**config.mk**
```make
export PLATFORM = sky130hd
export DESIGN_NAME = humidity_temp_frame_decoder
export DESIGN_NICKNAME = d
export VERILOG_FILES = /design/src/hw/rtl/hfd_pkg.sv /design/src/hw/rtl/hfd_front.sv /design/src/hw/rtl/hfd_queue.sv /design/src/hw/rtl/hfd_back.sv /design/src/hw/rtl/humidity_temp_frame_decoder.sv
export VERILOG_INCLUDE_DIRS = /design/src /design/src/hw/rtl
export SDC_FILE = /design/constraint.sdc
export NUM_CORES = 1
export LEC_CHECK = 0
export CORE_MARGIN = 5
export CORE_UTILIZATION = 30
export DETAILED_ROUTE_END_ITERATION = 10
export DONT_BUFFER_PORTS = 1
export GPL_TIMING_DRIVEN = 0
export PLACE_DENSITY = 0.53
export SYNTH_ARGS = -nofsm -noshare
export SYNTH_HDL_FRONTEND = slang
export SYNTH_SLANG_ARGS = --single-unit
```
**constraint.sdc**
```tcl
create_clock -name clk -period 9.4 [get_ports clk]
set_input_delay 0.47 -clock clk [delete_from_list [all_inputs] [get_ports clk]]
set_output_delay 0.47 -clock clk [all_outputs]
set_load 0.1 [all_outputs]
```
**src/hw/rtl/humidity_temp_frame_decoder_defines.svh**
```systemverilog
// ----------------------------------------------------------------------------
// Humidity/temperature frame decoder: assertion macros
// Shared concurrent assertion forms, clocked on clk and disabled in rst.
// ----------------------------------------------------------------------------
`ifndef HUMIDITY_TEMP_FRAME_DECODER_DEFINES_SVH
`define HUMIDITY_TEMP_FRAME_DECODER_DEFINES_SVH

// Check that a condition holds at every clock edge out of reset
`define HFD_ASSERT_ALWAYS(label, expr, msg) \
  label: assert property (@(posedge clk) disable iff (rst) (expr)) else $error(msg);

// Check that a consequence holds in the same cycle as its antecedent
`define HFD_ASSERT_IMPLY(label, ante, cons, msg) \
  label: assert property (@(posedge clk) disable iff (rst) (ante) |-> (cons)) \
    else $error(msg);

`endif

```
**src/hw/rtl/hfd_pkg.sv**
```systemverilog
// ----------------------------------------------------------------------------
// Humidity/temperature frame decoder package
// Widths, constants, frame assembler states and the CRC-8 byte step.
// ----------------------------------------------------------------------------
package hfd_pkg;

  localparam int DATA_W = 8;
  localparam int RAW_W  = 16;
  localparam int TEMP_W = 12;
  localparam int HUM_W  = 10;

  localparam logic [DATA_W-1:0] CRC_POLY = 8'h31;
  localparam logic [DATA_W-1:0] CRC_INIT = 8'hFF;

  // Queue between frame assembler and converter (power of two)
  localparam int QDEPTH = 2;
  localparam int QPTR_W = $clog2(QDEPTH);
  localparam int QCNT_W = $clog2(QDEPTH + 1);

  // Conversion constants: q = floor((scale*raw + ROUND_BIAS) / DIVISOR)
  localparam int TEMP_SCALE  = 1750;
  localparam int HUM_SCALE   = 1000;
  localparam int ROUND_BIAS  = 32767;
  localparam int DIVISOR     = 65535;
  localparam logic signed [TEMP_W-1:0] TEMP_OFFSET = 12'sd450;
  localparam logic signed [TEMP_W-1:0] TEMP_MIN    = -12'sd400;
  localparam logic signed [TEMP_W-1:0] TEMP_MAX    = 12'sd1250;

  // Frame assembler position: which byte is expected next
  typedef enum logic [2:0] {
    POS_IDLE  = 3'd0,
    POS_T_LSB = 3'd1,
    POS_T_CRC = 3'd2,
    POS_H_MSB = 3'd3,
    POS_H_LSB = 3'd4,
    POS_H_CRC = 3'd5
  } pos_t;

  // One assembled frame handed to the converter
  typedef struct packed {
    logic [RAW_W-1:0] temp_raw;
    logic [RAW_W-1:0] hum_raw;
    logic             ok;
  } frame_t;

  // CRC-8, MSB first, one byte
  function automatic logic [DATA_W-1:0] crc8_step(input logic [DATA_W-1:0] crc,
                                                  input logic [DATA_W-1:0] b);
    logic [DATA_W-1:0] c;
    int                i;
    c = crc ^ b;
    for (i = 0; i < DATA_W; i++) begin
      if (c[DATA_W-1]) begin
        c = {c[DATA_W-2:0], 1'b0} ^ CRC_POLY;
      end else begin
        c = {c[DATA_W-2:0], 1'b0};
      end
    end
    return c;
  endfunction

endpackage

```
**src/hw/rtl/hfd_front.sv**
```systemverilog
// ----------------------------------------------------------------------------
// Frame assembler
// Takes one byte per transfer, tracks position, checks both CRCs and pushes
// one assembled frame to the queue after the humidity checksum byte.
// ----------------------------------------------------------------------------
`include "humidity_temp_frame_decoder_defines.svh"

module hfd_front import hfd_pkg::*; (
  input  logic              clk,
  input  logic              rst,
  input  logic              accept,
  input  logic [DATA_W-1:0] data_byte,
  input  logic              frame_start,
  input  logic              q_full,
  output logic              q_push,
  output frame_t            q_frame
);

  pos_t              pos, pos_next;
  logic [DATA_W-1:0] crc, crc_next;
  logic [RAW_W-1:0]  temp_raw, temp_raw_next;
  logic [RAW_W-1:0]  hum_raw, hum_raw_next;
  logic              temp_ok, temp_ok_next;

  // Hold position and check state
  always_ff @(posedge clk) begin
    if (rst) begin
      pos     <= POS_IDLE;
      crc     <= CRC_INIT;
      temp_ok <= 1'b0;
    end else begin
      pos     <= pos_next;
      crc     <= crc_next;
      temp_ok <= temp_ok_next;
    end
  end

  // Hold raw words
  always_ff @(posedge clk) begin
    temp_raw <= temp_raw_next;
    hum_raw  <= hum_raw_next;
  end

  // Advance on each accepted byte; a start flag restarts the frame
  always_comb begin
    pos_next      = pos;
    crc_next      = crc;
    temp_raw_next = temp_raw;
    hum_raw_next  = hum_raw;
    temp_ok_next  = temp_ok;
    q_push        = 1'b0;
    q_frame       = '{temp_raw: temp_raw, hum_raw: hum_raw,
                      ok: temp_ok && (crc == data_byte)};
    if (accept) begin
      if (frame_start) begin
        pos_next      = POS_T_LSB;
        crc_next      = crc8_step(CRC_INIT, data_byte);
        temp_raw_next = {data_byte, 8'h00};
      end else begin
        unique case (pos)
          POS_IDLE: begin
            pos_next = POS_IDLE;
          end
          POS_T_LSB: begin
            pos_next      = POS_T_CRC;
            crc_next      = crc8_step(crc, data_byte);
            temp_raw_next = {temp_raw[RAW_W-1:DATA_W], data_byte};
          end
          POS_T_CRC: begin
            pos_next     = POS_H_MSB;
            temp_ok_next = (crc == data_byte);
            crc_next     = CRC_INIT;
          end
          POS_H_MSB: begin
            pos_next     = POS_H_LSB;
            crc_next     = crc8_step(CRC_INIT, data_byte);
            hum_raw_next = {data_byte, 8'h00};
          end
          POS_H_LSB: begin
            pos_next     = POS_H_CRC;
            crc_next     = crc8_step(crc, data_byte);
            hum_raw_next = {hum_raw[RAW_W-1:DATA_W], data_byte};
          end
          POS_H_CRC: begin
            pos_next = POS_IDLE;
            crc_next = CRC_INIT;
            q_push   = 1'b1;
          end
          default: begin
            pos_next = POS_IDLE;
          end
        endcase
      end
    end
  end

  // The top level accepts bytes only while the queue has room
  `HFD_ASSERT_IMPLY(a_push_room, q_push, !q_full, "frame pushed into full queue")

endmodule

```
**src/hw/rtl/hfd_queue.sv**
```systemverilog
// ----------------------------------------------------------------------------
// Frame queue
// Short FIFO of assembled frames between the assembler and the converter.
// ----------------------------------------------------------------------------
`include "humidity_temp_frame_decoder_defines.svh"

module hfd_queue import hfd_pkg::*; (
  input  logic   clk,
  input  logic   rst,
  input  logic   push,
  input  frame_t wdata,
  output logic   full,
  output logic   empty,
  input  logic   pop,
  output frame_t rdata
);

  frame_t            mem [QDEPTH];
  logic [QPTR_W-1:0] wr_ptr;
  logic [QPTR_W-1:0] rd_ptr;
  logic [QCNT_W-1:0] count;
  logic              do_push;
  logic              do_pop;

  assign full    = (count == QCNT_W'(QDEPTH));
  assign empty   = (count == '0);
  assign do_push = push && !full;
  assign do_pop  = pop && !empty;
  assign rdata   = mem[rd_ptr];

  // Advance pointers and fill count
  always_ff @(posedge clk) begin
    if (rst) begin
      wr_ptr <= '0;
      rd_ptr <= '0;
      count  <= '0;
    end else begin
      if (do_push) begin
        wr_ptr <= wr_ptr + 1'b1;
      end
      if (do_pop) begin
        rd_ptr <= rd_ptr + 1'b1;
      end
      case ({do_push, do_pop})
        2'b10:   count <= count + 1'b1;
        2'b01:   count <= count - 1'b1;
        default: count <= count;
      endcase
    end
  end

  // Store pushed frame
  always_ff @(posedge clk) begin
    if (do_push) begin
      mem[wr_ptr] <= wdata;
    end
  end

  `HFD_ASSERT_ALWAYS(a_count_range, count <= QCNT_W'(QDEPTH), "queue count overflow")

endmodule

```
**src/hw/rtl/hfd_back.sv**
```systemverilog
// ----------------------------------------------------------------------------
// Frame converter
// Three-stage pipeline: constant multiply, quotient estimate by 65535,
// correction with offset and clamp into the result register.
// ----------------------------------------------------------------------------
`include "humidity_temp_frame_decoder_defines.svh"

module hfd_back import hfd_pkg::*; (
  input  logic                     clk,
  input  logic                     rst,
  input  logic                     q_empty,
  input  frame_t                   q_frame,
  output logic                     q_pop,
  output logic                     empty,
  input  logic                     pop,
  output logic signed [TEMP_W-1:0] temperature_tenths,
  output logic [HUM_W-1:0]         humidity_tenths,
  output logic                     crc_ok
);

  localparam int X_W = 27;  // holds 1750*65535 + 32767
  localparam int Q_W = 11;  // quotient up to 1750
  localparam int R_W = 17;  // remainder below twice the divisor

  // Estimate floor(x/65535) as (x + x>>16) >> 16; low by at most one
  function automatic logic [Q_W+R_W-1:0] div_est(input logic [X_W-1:0] x);
    logic [X_W:0]   sum;
    logic [Q_W-1:0] q;
    logic [X_W:0]   r;
    sum = {1'b0, x} + (X_W+1)'(x[X_W-1:16]);
    q   = sum[16+Q_W-1:16];
    r   = {1'b0, x} - {1'b0, q, 16'h0000} + (X_W+1)'(q);
    return {q, r[R_W-1:0]};
  endfunction

  logic           adv;
  logic           s1_v, s2_v, out_valid;
  logic [X_W-1:0] s1_xt, s1_xh;
  logic           s1_ok;
  logic [Q_W-1:0] s2_qt, s2_qh;
  logic [R_W-1:0] s2_rt, s2_rh;
  logic           s2_ok;
  logic [X_W-1:0] xt_in, xh_in;
  logic [Q_W-1:0] qt_c, qh_c;
  logic signed [TEMP_W-1:0] t_off, t_clamp;

  // Advance the whole pipeline whenever the result slot is free or drains
  assign adv   = !out_valid || pop;
  assign q_pop = adv && !q_empty;
  assign empty = !out_valid;

  // Stage 1 operands
  assign xt_in = X_W'(q_frame.temp_raw) * X_W'(TEMP_SCALE) + X_W'(ROUND_BIAS);
  assign xh_in = X_W'(q_frame.hum_raw) * X_W'(HUM_SCALE) + X_W'(ROUND_BIAS);

  // Correct quotient, apply offset and clamp
  always_comb begin
    qt_c  = s2_qt + Q_W'(s2_rt >= R_W'(DIVISOR));
    qh_c  = s2_qh + Q_W'(s2_rh >= R_W'(DIVISOR));
    t_off = $signed({1'b0, qt_c}) - TEMP_OFFSET;
    if (t_off > TEMP_MAX) begin
      t_clamp = TEMP_MAX;
    end else if (t_off < TEMP_MIN) begin
      t_clamp = TEMP_MIN;
    end else begin
      t_clamp = t_off;
    end
  end

  // Advance stage valids
  always_ff @(posedge clk) begin
    if (rst) begin
      s1_v      <= 1'b0;
      s2_v      <= 1'b0;
      out_valid <= 1'b0;
    end else if (adv) begin
      s1_v      <= !q_empty;
      s2_v      <= s1_v;
      out_valid <= s2_v;
    end
  end

  // Advance stage payloads
  always_ff @(posedge clk) begin
    if (adv) begin
      s1_xt                <= xt_in;
      s1_xh                <= xh_in;
      s1_ok                <= q_frame.ok;
      {s2_qt, s2_rt}       <= div_est(s1_xt);
      {s2_qh, s2_rh}       <= div_est(s1_xh);
      s2_ok                <= s1_ok;
      temperature_tenths   <= s2_ok ? t_clamp : '0;
      humidity_tenths      <= s2_ok ? qh_c[HUM_W-1:0] : '0;
      crc_ok               <= s2_ok;
    end
  end

  `HFD_ASSERT_IMPLY(a_fail_zero, out_valid && !crc_ok,
                    temperature_tenths == '0 && humidity_tenths == '0,
                    "nonzero values on checksum failure")
  `HFD_ASSERT_IMPLY(a_temp_range, out_valid,
                    temperature_tenths >= TEMP_MIN && temperature_tenths <= TEMP_MAX,
                    "temperature out of clamp range")

endmodule

```
**src/hw/rtl/humidity_temp_frame_decoder.sv**
```systemverilog
// ----------------------------------------------------------------------------
// Humidity/temperature frame decoder
// Decodes six-byte measurement frames into temperature, humidity and a
// checksum flag.
// ----------------------------------------------------------------------------
// Push one frame byte per cycle, with frame_start on the first byte. The
// frame is a temperature word, its CRC-8, a humidity word and its CRC-8.
// Bytes go in at one per cycle while full is low; full rises only when two
// decoded frames already wait for conversion and results are not popped.
// When the sixth byte is taken, the frame enters the queue at that same edge;
// it then passes the multiply, quotient and clamp stages of the converter,
// which all hold while a result waits unpopped at the output. A start
// flag in mid-frame drops the partial frame; bytes without a start while
// idle are ignored. On a checksum failure both values read zero.
// ----------------------------------------------------------------------------
module humidity_temp_frame_decoder import hfd_pkg::*; (
  input  logic                     clk,
  input  logic                     rst,
  input  logic                     push,
  output logic                     full,
  input  logic [DATA_W-1:0]        data_byte,
  input  logic                     frame_start,
  output logic                     empty,
  input  logic                     pop,
  output logic signed [TEMP_W-1:0] temperature_tenths,
  output logic [HUM_W-1:0]         humidity_tenths,
  output logic                     crc_ok
);

  logic   accept;
  logic   q_push, q_full, q_empty, q_pop;
  frame_t q_wdata, q_rdata;

  // Take a byte only while the frame queue has room
  assign full   = q_full;
  assign accept = push && !q_full;

  hfd_front u_front (
    .clk         (clk),
    .rst         (rst),
    .accept      (accept),
    .data_byte   (data_byte),
    .frame_start (frame_start),
    .q_full      (q_full),
    .q_push      (q_push),
    .q_frame     (q_wdata)
  );

  hfd_queue u_queue (
    .clk   (clk),
    .rst   (rst),
    .push  (q_push),
    .wdata (q_wdata),
    .full  (q_full),
    .empty (q_empty),
    .pop   (q_pop),
    .rdata (q_rdata)
  );

  hfd_back u_back (
    .clk                (clk),
    .rst                (rst),
    .q_empty            (q_empty),
    .q_frame            (q_rdata),
    .q_pop              (q_pop),
    .empty              (empty),
    .pop                (pop),
    .temperature_tenths (temperature_tenths),
    .humidity_tenths    (humidity_tenths),
    .crc_ok             (crc_ok)
  );

endmodule
```
**Word-level counts from Yosys, hierarchy flattened**

Memories as Yosys holds them, arrays and structs flattened. A register that Yosys moved wholly into a read port is not among the register bits.
Index checks and enable logic that the tools add are counted.

- Register bits after elaboration: 185
- RAM bits: 66
- Input port bits: 13
- Output and inout bits: 25
- Logic and storage cells: 239
- Memories kept: 1

Memory list:

| memory | words | width | read ports | clocked after memory_dff | wr ports | line | source |
|---|---|---|---|---|---|---|---|
| u_queue.mem | 2 | 33 | 1 | 1 | 1 | hfd_queue.sv:18 | `frame_t mem [QDEPTH];` |

- Add/sub/neg operators: 15
- $mul: 2
- Order comparisons: 4
- Equal/unequal tests: 9
- Multiplexer cells: 124
- Bitwise gates (word level): 35
- Reductions and logical operators: 23

Operator list:

| operator | count |
|---|---|
| $mux 8 | 79 |
| $mux 6 | 30 |
| $not 3->3 | 30 |
| $add 27x11->27 | 2 |
| $add 17x11->17 | 2 |
| $ge 17x16->1 const B | 2 |
| $sub 17x17->17 | 2 |
| $pmux 16 s2 | 1 |
| $pmux 8 s4 | 1 |
| $add 26x15->27 const B | 1 |
| $add 27x15->27 const B | 1 |
| $mul 16x10->26 const B | 1 |
| $mul 16x7->23 const B | 1 |
| $mux 16 | 1 |
| $gt 12x12->1 const B | 1 |
| $lt 12x10->1 const B | 1 |
| $mux 12 | 1 |
| $pmux 3 s4 | 1 |
| $sub 11x9->12 const B | 1 |
| $add 11x1->11 | 1 |
| $mux 11 | 1 |
| $add 10x1->10 | 1 |
| $eq 8x8->1 | 1 |
| $not 8->8 | 1 |
| 24 further kinds | 48 |

**Logic depth before layout (Yosys ltp)**

Gate-level depths: netlist (run 1).

- Depth in word-level cells: 40
- Depth in mapped cells: 26
- Mapped depth without buffers: 24

**Cells and area by module**

Synthesis (run 1) repeated with hierarchy kept, for this count alone.

- Cell total of the unflattened synthesis: 1892
- Area total of the unflattened synthesis: 20385.8 um^2

By module, submodules not included:

| module | instances | cells an instance | area an instance (um^2) | seq. area each (um^2) |
|---|---|---|---|---|
| hfd_back | 1 | 1556 | 15401.0 | 3963.8 |
| hfd_queue | 1 | 129 | 2596.2 | 2082.0 |
| hfd_front | 1 | 206 | 2374.8 | 1201.2 |
| humidity_temp_frame_decoder | 1 | 1 | 13.8 | 0.0 |

**Worst setup path after synthesis (run 1)**

Ideal clock, no wire load.

- Path type: register to register
- Start: reg (tool-made name)
- End: reg u_back.s1_xt[26], data pin
- Setup time: 0.260 ns
- Arrival: 6.125 ns
- Data required time: 9.140 ns
- Slack: 3.015 ns
- Cell stages (with the launch flop): 23
- Path buffers: 2
- Period minus slack after synthesis: 6.385 ns
- Path through: dfxtp_1 clkbuf_1 clkbuf_1 mux2i_1 inv_1 ha_1 fa_1 fa_1 fa_1 inv_1 fa_1 inv_1 ha_1 a21oi_1 o21ai_0 a2111oi_0 nor2_1 a211oi_1 xnor2_1 nand3_1 nor4_4 nand4_1 xnor2_1

RTL lines:

| item | line | source |
|---|---|---|
| to (signal assigned) | hfd_back.sv:86 | `s1_xt <= xt_in;` |
| to (decl) | hfd_back.sv:38 | `logic [X_W-1:0] s1_xt, s1_xh;` |

==> summary.md, run 1 <==
| Metric | Value |
|---|---|
| WP data arrival | `7.82 ns` |
| DRT Pass-1 Iters | `5` |
| Setup TNS | `0 ns` |
| CP endpoint kind | `register` |
| Req. time, crit path | `9.69 ns` |
| DRT Wirelength | `37100 um` |
| Min cycle time layout | `7.52 ns` |
| Critical Path Slowest Stage Cell | `clkbuf_1` |
| Sequential area share after synthesis | `36.3%` |
| ANT nets after route | `0` |
| Clock Latency Late Sink | `0.55 ns` |
| Post-CTS sizing | `0` |
| H-tree depth | `1` |
| Seq pwr share | `41.7%` |
| Initial Utilization | `30.3%` |
| R2r setup slk | `1.88 ns` |
| Sw Ratio | `38.5%` |
| Syn nets | `2233` |
| Postcts setup bufs | `0` |
| Post-synth top area share | `34.3%` |
| Synth top area cells | `edfxtp_1 (34%), ha_1 (15%), fa_1 (11%)` |
| GRT overflow | `0` |
| Syn_area_per_cell | `10.7 um2` |
| DRC violations left | `0` |
| Cts hold-fix bufs | `0` |
| Fin crit share | `80.0%` |
| Kind of critical path | `register to register` |
| Worst-path cell chain | `clkbuf_1 > clkbuf_1 > mux2i_1 > inv_1 > ha_1 > fa_1 > fa_1 > fa_1 > inv_1 > fa_1 > inv_1 > ha_1 > a21oi_1 > o21ai_0 > a2111oi_0 > nor2_1 > a311oi_1 > o21a_1 > o21ai_0 > nor4_4 > nand4_1 > xnor2_1` |
| Vias in the first global route | `13000` |
| Area delta synth->final | `10.3%` |
| #FFs+latches synth | `248` |
| Endpoints failing setup | `0` |
| # clock sinks | `248` |
| Area of the multi-input gates | `11500 um2` |
| Clock Power Share | `21.6%` |
| CP Max Fanout | `10` |
| GPL Wtd Cong | `0.846` |
| Fill count | `6673` |
| Number of cells after detailed placement | `2736` |
| Most frequent cell after synthesis | `inv_1` |
| Global-route usage over all layers | `10.5%` |
| Via count | `12600` |
| Post-synth EDFFs | `228` |
| RSZ-0062 raised after global routing | `no` |
| WL/cell | `13.3 um` |
| CTS tree | `done` |
| Crit-path most repeated cell | `fa_1` |
| Vias per cell | `4.51` |
| CP delay by family, top | `adder cells` |
| Final Hold Slack | `0.189 ns` |
| Clock Path Buffers | `3` |
| Post-synth ARST share | `0%` |
| Final std cells w/o fill | `2787` |
| Synth top cells by count | `inv_1 (303), ha_1 (239), edfxtp_1 (228)` |
| Worst hold path class | `input pin to register` |
| HPWL after DPL | `30100 um` |
| Largest net degree at the start of global routing | `104` |
| CP max stage delay | `0.70 ns` |
| Ys Warns | `0` |
| Vert. Die Dim | `268 um` |
| Net count reported at finish | `2266` |
| # Max-Cap Violations | `0` |
| First DRT Iteration DRCs | `509` |
| Core ar. | `65900 um2` |
| Synth area leader | `edfxtp_1` |
| Clock Skews | `0.0181 ns` |
| Distinct cells, synth | `78` |
| Internal power | `2940 uW` |
| Final Hold Fails | `0` |
| Register area | `7250 um2` |
| Clk pin slew, worst setup/hold paths | `0.06 ns` |
| Status | `finished, final reports clean` |
| Synth Instances | `1869` |
| Final Max Slew Viols | `0` |
| IO Pins | `38` |
| I/O Buffers | `0` |
| Netlist Area Pre-Place | `20000 um2` |
| Worst slew pin tran | `1.17 ns` |
| Clock root buffer | `clkbuf_16` |
| Net switching power | `1840 uW` |
| Max-Slew Margin vs Limit | `21.3%` |
| Die area | `71800 um2` |
| First-pass GRT wire length | `63600 um` |
| Buffer and inverter count on the worst path | `5` |
| Comb power frac | `36.8%` |
| Prevailing post-synth register cell | `edfxtp_1` |
| FP Rows | `94` |
| PD cells | `217 nW/um2` |
| Initial antenna violation count | `1` |
| Leakage power | `0.00927 uW` |
| Share of cells above drive strength 1 | `4.99%` |
| Fmax achieved | `0.133 GHz` |
| Diodes inserted | `0` |
| CTS Buf Count | `28` |
| Worst vdd ir | `0.148 mV` |
| Die W | `268 um` |
| Crit path launch type | `register` |
[layer usage]
metal,global-route usage (%),part of all wire (%),up-vias
li1,-,-,6474
met1,13.9,49,5928
met2,18.4,47,133
met3,1.53,2.5,43
met4,1.93,1.6,0
met5,0,0,-
[sequential cells by signal, indices dropped and copies added (netlist names), 2 cells and up, named ones only]
register / flops
u_back.humidity_tenths: 10
u_back.s1_xh: 24
u_back.s1_xt: 26
u_back.s2_qh: 10
u_back.s2_qt: 11
u_back.s2_rh: 17
u_back.s2_rt: 17
u_back.temperature_tenths: 12
u_front.crc: 8
u_front.hum_raw: 16
u_front.pos: 3
u_front.temp_raw: 16
u_queue.count: 2
u_queue.mem: 66
[worst paths after layout]
kind / endpoint / cells past startpoint / start
worst max register to register: u_back.s1_xt[26]$_DFFE_PN_ / 22 / register
worst min-delay path: u_back.s2_v$_SDFFE_PP0N_ / 3 / pop
worst min register to register: u_back.s2_ok$_DFFE_PN_ / 0 / u_back.s1_ok$_DFFE_PN_
worst max-delay path: u_back.s1_xt[26]$_DFFE_PN_ / 22 / register
[tightest hold or removal path: stages]
cell,delay (ns)
nor2_1,0.08
nand2_1,0.09
a21oi_1,0.05
[kinds of logic (layout without fill, tap and decap cells)]
kind of cell | after synthesis | after routing | share of synthesized area, %
AO/OA/AOI/OAI | 268 | 268 | 9.13
XOR/XNOR | 211 | 211 | 9.29
adder cells (fa/ha/maj) | 351 | 351 | 26.2
buffers and inverters | 338 | 392 | 6.42
flip-flops | 248 | 248 | 36.3
multiplexers | 36 | 36 | 1.85
AND/OR/NAND/NOR | 417 | 417 | 10.8
[cells in the final DEF, fill, tap and decap left out, types with 28 or more instances in the layout]
cell         n
edfxtp_1   228
nor2b_1     32
inv_1      302
fa_1       112
clkbuf_16   29
nor3_1      44
nand3_1     40
nor2_1     100
o21ai_0     45
and2_1      33
mux2i_1     28
xnor2_1    140
xor2_1      70
ha_1       239
nand2_1     70
a21oi_1     67
[through the flow]
stage          power (uW)  setup WS [ns]  instance area [um2]  util (%)
6_report             4770           1.88                22000      33.4
5_1_grt              5150           1.41                22000      33.4
4_1_cts              4840           1.86                22000      33.4
3_5_place_dp         3780           1.92                21200      32.1
3_3_place_gp         3750           1.94                21100      32.0
2_1_floorplan        3390           3.02                20000         -
[power by group through the flow]
stage | Sequential, uW | Clock, uW | Combinational (uW)
after global placement | 2010 | 0 | 1740
after CTS | 2000 | 1070 | 1780
after floorplan | 1950 | 0 | 1440
final | 1990 | 1030 | 1750
after global routing | 2020 | 1110 | 2020
after detailed placement | 2020 | 0 | 1760
[final cells by class]
type,count,area share [%]
Inverter,303,5.19
Tap cell,864,4.91
Clock inverter,19,0.614
Timing Repair Buffer,3,0.375
Multi-Input combinational cell,1283,52.0
Sequential cell,248,32.9
Clock buffer,32,3.35
Buffer,35,0.659
Note: power is estimated with default switching activity, not from simulation.
==> run 2, diff against run 1 <==
- PLACE_DENSITY: 0.53 -> 0.54
- clock period: 9.4 -> 6.79 ns (I/O delays scaled with it)
==> summary.md, run 2 (synthesis gave the netlist of run 1 again) <==
| Metric | Value |
|---|---|
| Endpoints failing setup | `0 (unchanged)` |
| Status | `finished, final reports clean` |
| Req. time, crit path | `7.09 ns (-2.60 ns)` |
| Fin crit share | `94.9% (+15 points)` |
| Clock Latency Late Sink | `0.56 ns (about the same)` |
| Net count reported at finish | `2266 (unchanged)` |
| Leakage power | `0.00938 uW (+1.1%)` |
| HPWL after DPL | `30000 um (-0.40%)` |
| FP Rows | `94 (unchanged)` |
| Max reg flops | `66 (unchanged)` |
| IO Pins | `38 (unchanged)` |
| Total power | `6790 uW (+42%)` |
| Diodes inserted | `0 (unchanged)` |
| CTS Buf Count | `28 (unchanged)` |
| Buffer and inverter count on the worst path | `4 (-1)` |
| Cts hold-fix bufs | `0 (unchanged)` |
| ANT nets after route | `0 (unchanged)` |
| I/O Buffers | `0 (unchanged)` |
| Via count | `12500 (-0.30%)` |
| Seq pwr share | `40.5% (-1.2 points)` |
| Largest net degree at the start of global routing | `104 (unchanged)` |
| DRT Wirelength | `37100 um (-0.19%)` |
| Clock Skews | `0.0315 ns (+0.0134 ns)` |
| Initial Utilization | `30.3% (unchanged)` |
| GPL Wtd Cong | `0.846 (about the same)` |
| Vias per cell | `4.50 (-0.30%)` |
| Die area | `71800 um2 (unchanged)` |
| CP delay by family, top | `adder cells` |
| Most common cell after layout, fill and taps aside | `inv_1` |
| Crit-path most repeated cell | `fa_1` |
| Worst slew pin tran | `1.24 ns (+0.0640 ns)` |
| Vert. Die Dim | `268 um (unchanged)` |
| Worst hold path class | `input pin to register` |
| Vias in the first global route | `13100 (+0.95%)` |
| Clock root buffer | `clkbuf_16` |
| Sw Ratio | `37.3% (-1.2 points)` |
| CTS tree | `done` |
| First DRT Iteration DRCs | `606 (+19%)` |
| Min cycle time layout | `6.45 ns (-1.08 ns)` |
| Critical Path Slowest Stage Cell | `fa_1` |
| Final std cells w/o fill | `2787 (unchanged)` |
| Share of cells above drive strength 1 | `6.34% (+1.4 points)` |
| Worst vdd ir | `0.197 mV (+33%)` |
| # clock sinks | `248 (unchanged)` |
| Clock Path Buffers | `3 (unchanged)` |
| Clock Power Share | `23.5% (+1.9 points)` |
| First-pass GRT wire length | `63400 um (-0.29%)` |
| Core ar. | `65900 um2 (unchanged)` |
| Fmax achieved | `0.155 GHz (+17%)` |
| Kind of critical path | `register to register` |
| DRT Pass-1 Iters | `5 (unchanged)` |
| RSZ-0062 raised after global routing | `no` |
| Number of cells after detailed placement | `2736 (unchanged)` |
| Most frequent cells in the layout | `inv_1 (302), ha_1 (239), edfxtp_1 (228)` |
| CP Max Fanout | `10 (unchanged)` |
| Internal power | `4260 uW (+45%)` |
| Biggest regs | `u_queue.mem (66), u_back.s1_xt (26), u_back.s1_xh (24)` |
| CP max stage delay | `0.55 ns (-0.15 ns)` |
| Comb power frac | `35.9% (-0.9 points)` |
| Crit path launch type | `register` |
| Final Hold Fails | `0 (unchanged)` |
| Max-Slew Margin vs Limit | `17.0% (-4.3 points)` |
| PD cells | `304 nW/um2 (+40%)` |
| DRC violations left | `0 (unchanged)` |
| WL/cell | `13.3 um (-0.19%)` |
| H-tree depth | `1 (unchanged)` |
| Final Max Slew Viols | `0 (unchanged)` |
| Initial antenna violation count | `1 (unchanged)` |
| Net switching power | `2530 uW (+38%)` |
| WP data arrival | `6.75 ns (-1.07 ns)` |
| Worst-path cell chain | `buf_6 > mux2i_4 > inv_1 > ha_1 > fa_1 > fa_1 > fa_1 > inv_1 > fa_1 > inv_1 > ha_1 > a21oi_1 > o21ai_0 > a2111oi_1 > nor2_1 > a211oi_1 > xnor2_1 > nand3_2 > nor4_4 > nand4_1 > xnor2_1` |
| Die W | `268 um (unchanged)` |
| Area delta synth->final | `11.8%` |
| Clk pin slew, worst setup/hold paths | `0.06 ns (about the same)` |
| # Max-Cap Violations | `0 (unchanged)` |
| CP endpoint kind | `register` |
| GRT overflow | `0 (unchanged)` |
| Largest Register | `u_queue.mem` |
| Global-route usage over all layers | `10.4% (-0.024 points)` |
[run 2: cell types whose count changed in the layout (fill, tap and decap cells not counted), sizes merged]
cell and delta:
clkinvlp +4, clkinv -10, bufinv +5, buf +5
clkbuf -4
[run 2: what timing repair did]
item                       in CTS  in global routing
pin swaps                       0                  1
setup endpoints to repair      22                 14
setup buffers                   0                  2
gates resized for setup        11                 30
[run 2: worst paths after layout]
path / startpoint / endpoint / slack [ns] / cells after the start
setup / recovery: register / u_back.s1_xt[26]$_DFFE_PN_ / 0.34 / 21
hold / removal: pop / u_back.s2_v$_SDFFE_PP0N_ / 0.08 / 3
setup reg to reg: register / u_back.s1_xt[26]$_DFFE_PN_ / 0.34 / 21
hold reg to reg: u_back.s1_ok$_DFFE_PN_ / u_back.s2_ok$_DFFE_PN_ / 0.44 / 0
[run 2: cell type report]
class / count / area [um2]
fillers: 6607 / 43500
multi-input cells: 1283 / 11600
flip-flops and latches: 248 / 7250
inverters: 303 / 1140
well taps: 864 / 1080
clock buffers: 33 / 741
clock inverters: 18 / 254
plain buffers: 33 / 160
repair buffers: 5 / 97.6
[run 2: metal layers]
metal | GRT usage, % | vias up | share of wire, %
met5 | 0 | - | 0
met4 | 2.04 | 0 | 1.7
met3 | 1.46 | 41 | 2.9
met2 | 18.1 | 147 | 47
met1 | 14.1 | 5869 | 48
li1 | - | 6483 | -
[run 2: per-stage QoR]
step / worst slack (ns) / cell area [um2] / setup TNS (ns) / hold WS (ns) / utilization, %
6_report: 0.343 / 22300 / 0 / 0.0797 / 33.9
5_1_grt: 0.00874 / 22300 / 0 / 0.0787 / 33.9
4_1_cts: 0.0500 / 22200 / 0 / 0.0619 / 33.7
3_5_place_dp: -0.718 / 21200 / -9.44 / 0.413 / 32.1
3_3_place_gp: -0.672 / 21100 / -8.03 / 0.407 / 32.0
2_1_floorplan: 0.405 / 20000 / 0 / 0.400 / -
[run 2: worst register-to-register path, stage by stage (launching register included)]
cell and delay [ns]:
dfxtp_4 0.43, buf_6 0.24, mux2i_4 0.35, inv_1 0.16
ha_1 0.38, fa_1 0.53, fa_1 0.52, fa_1 0.55
inv_1 0.05, fa_1 0.49, inv_1 0.04, ha_1 0.37
a21oi_1 0.15, o21ai_0 0.15, a2111oi_1 0.42, nor2_1 0.13
a211oi_1 0.26, xnor2_1 0.25, nand3_2 0.16, nor4_4 0.28
nand4_1 0.15, xnor2_1 0.15
[run 2: power groups by stage]
stage / logic [uW] / clock network (uW) / registers (uW)
detailed placement: 2440 / 0 / 2790
global route: 2790 / 1720 / 2790
floorplan: 1990 / 0 / 2710
CTS: 2460 / 1650 / 2760
finish: 2440 / 1600 / 2750
global placement: 2410 / 0 / 2780
==> run 3, diff against run 2 <==
- REMOVE_ABC_BUFFERS: unset -> 1
==> summary.md, run 3 (synthesis gave the netlist of run 1 again) <==
| Metric | Value |
|---|---|
| Worst hold path class | `input pin to register` |
| Initial Utilization | `30.3% (unchanged)` |
| Status | `finished, final reports clean` |
| Most frequent cells in the layout | `inv_1 (302), ha_1 (238), edfxtp_1 (228)` |
| Clock Skews | `0.0209 ns (-0.0106 ns)` |
| Max-Slew Margin vs Limit | `15.9% (-1.1 points)` |
| Worst slew pin tran | `1.25 ns (+0.0168 ns)` |
| Die W | `268 um (unchanged)` |
| CTS Buf Count | `27 (-3.6%)` |
| Clock root buffer | `clkbuf_16` |
| IO Pins | `38 (unchanged)` |
| CP endpoint kind | `register` |
| Vert. Die Dim | `268 um (unchanged)` |
| Setup TNS | `0 ns (unchanged)` |
| Endpoints failing setup | `0 (unchanged)` |
| # Max-Cap Violations | `0 (unchanged)` |
| ANT nets after route | `0 (unchanged)` |
| GRT overflow | `0 (unchanged)` |
| Initial antenna violation count | `0 (-1)` |
| Register area | `7250 um2 (unchanged)` |
| GPL Wtd Cong | `0.834 (-1.3%)` |
| CP Max Fanout | `8 (-2)` |
| Number of cells after detailed placement | `2702 (-1.2%)` |
| Req. time, crit path | `7.07 ns (-0.02 ns)` |
| Area delta synth->final | `11.3%` |
| # clock sinks | `248 (unchanged)` |
| DRT Pass-1 Iters | `5 (unchanged)` |
| Share of cells above drive strength 1 | `5.57% (-0.77 points)` |
| Core ar. | `65900 um2 (unchanged)` |
| Largest Register | `u_queue.mem` |
| Most common cell after layout, fill and taps aside | `inv_1` |
| Total power | `6590 uW (-3.0%)` |
| Via count | `12500 (-0.048%)` |
| Crit path launch type | `register` |
| First-pass GRT wire length | `63000 um (-0.64%)` |
| DRT Wirelength | `37100 um (about the same)` |
| Biggest regs | `u_queue.mem (66), u_back.s1_xt (26), u_back.s1_xh (24)` |
| Final Hold Fails | `0 (unchanged)` |
| Vias in the first global route | `12800 (-1.8%)` |
| Clock Latency Late Sink | `0.54 ns (-0.02 ns)` |
| Final WS setup | `0.382 ns (+0.0385 ns)` |
| Clk pin slew, worst setup/hold paths | `0.06 ns (about the same)` |
| Worst slack, placed | `-0.142 ns (+0.576 ns)` |
| Die area | `71800 um2 (unchanged)` |
| HPWL after DPL | `29200 um (-2.6%)` |
| Fin crit share | `94.4% (-0.57 points)` |
| FP Rows | `94 (unchanged)` |
| Net count reported at finish | `2248 (-0.79%)` |
| WP data arrival | `6.69 ns (-0.06 ns)` |
| I/O Buffers | `0 (unchanged)` |
| Area of the multi-input gates | `11600 um2 (+0.13%)` |
| Final Max Slew Viols | `0 (unchanged)` |
| H-tree depth | `1 (unchanged)` |
| Worst vdd ir | `0.174 mV (-12%)` |
| Max reg flops | `66 (unchanged)` |
| CTS tree | `done` |
| Min cycle time layout | `6.41 ns (-0.0385 ns)` |
| Diodes inserted | `0 (unchanged)` |
| Leakage power | `0.00932 uW (-0.65%)` |
| Global-route usage over all layers | `10.3% (-0.091 points)` |
| Kind of critical path | `register to register` |
| First DRT Iteration DRCs | `434 (-28%)` |
| Largest net degree at the start of global routing | `76 (-27%)` |
| Vias per cell | `4.53 (+0.67%)` |
| DRC violations left | `0 (unchanged)` |
| Fill count | `6621 (+0.21%)` |
| Clock Path Buffers | `3 (unchanged)` |
| PD cells | `296 nW/um2 (-2.6%)` |
| Fmax achieved | `0.156 GHz (+0.60%)` |
| WL/cell | `13.4 um (+0.77%)` |
| Final std cells w/o fill | `2767 (-0.72%)` |
==> run 3: layout make-up <==
class                           instances  area share, %
Timing Repair Buffer                   21           1.24
Sequential cell                       248           32.6
Multi-Input combinational cell       1283           52.2
Clock inverter                         10          0.585
Inverter                              303           5.14
Tap cell                              864           4.86
Clock buffer                           38           3.32
==> run 3: final timing paths <==
check / from / to / slack [ns] / cells after the start
min: data_byte[2] / u_front.temp_raw[10]$_DFFE_PP_ / 0.03 / 1
max: register / u_back.s1_xt[26]$_DFFE_PN_ / 0.38 / 21
min reg2reg: u_back.s1_ok$_DFFE_PN_ / u_back.s2_ok$_DFFE_PN_ / 0.42 / 0
max reg2reg: register / u_back.s1_xt[26]$_DFFE_PN_ / 0.38 / 21
==> run 3: worst max-delay path, cell delays in order (launching register included) <==
cell and delay (ns):
dfxtp_4 0.44, buf_12 0.18, mux2i_4 0.30, inv_1 0.16, ha_1 0.39, fa_1 0.52, fa_1 0.52, fa_1 0.54
inv_1 0.05, fa_1 0.49, inv_1 0.04, ha_1 0.37, a21oi_1 0.18, o21ai_0 0.15, a2111oi_1 0.48, nor2_1 0.16
a211oi_2 0.19, xnor2_1 0.20, nand3_1 0.19, nor4_4 0.28, nand4_1 0.15, xnor2_1 0.16
==> run 3: what timing repair did <==
action	in CTS	in global routing
resized for setup	3	24
hold buffers	10	0
endpoints found under the setup margin	4	15
pin swaps	0	0
gates cloned	0	2
buffers inserted	0	5
hold endpoints to repair	44	0
==> run 3: stage by stage <==
| stage | cell area (um2) | hold WS, ns | utilization, % |
|---|---|---|---|
| CTS | 22000 | 0.000892 | 33.4 |
| global placement | 20900 | 0.407 | 31.7 |
| detailed placement | 21000 | 0.411 | 31.9 |
| floorplan | 19800 | 0.400 | - |
| finish | 22200 | 0.0301 | 33.7 |
| global route | 22200 | 0.0119 | 33.7 |
==> run 3: report_power, final <==
group | total, uW | switching [uW] | internal, uW
Sequential | 2790 | 642 | 2140
Clock | 1420 | 557 | 867
Combinational | 2380 | 1280 | 1100
Total | 6590 | 2480 | 4110
==> run 3: per-layer routing <==
layer | global-route usage, % | wire [um] | part of all wire (%)
met3 | 1.52 | 1110 | 3.0
met1 | 14.3 | 18000 | 48
met4 | 2.37 | 797 | 2.1
met5 | 0 | 0 | 0
met2 | 17.3 | 17200 | 46
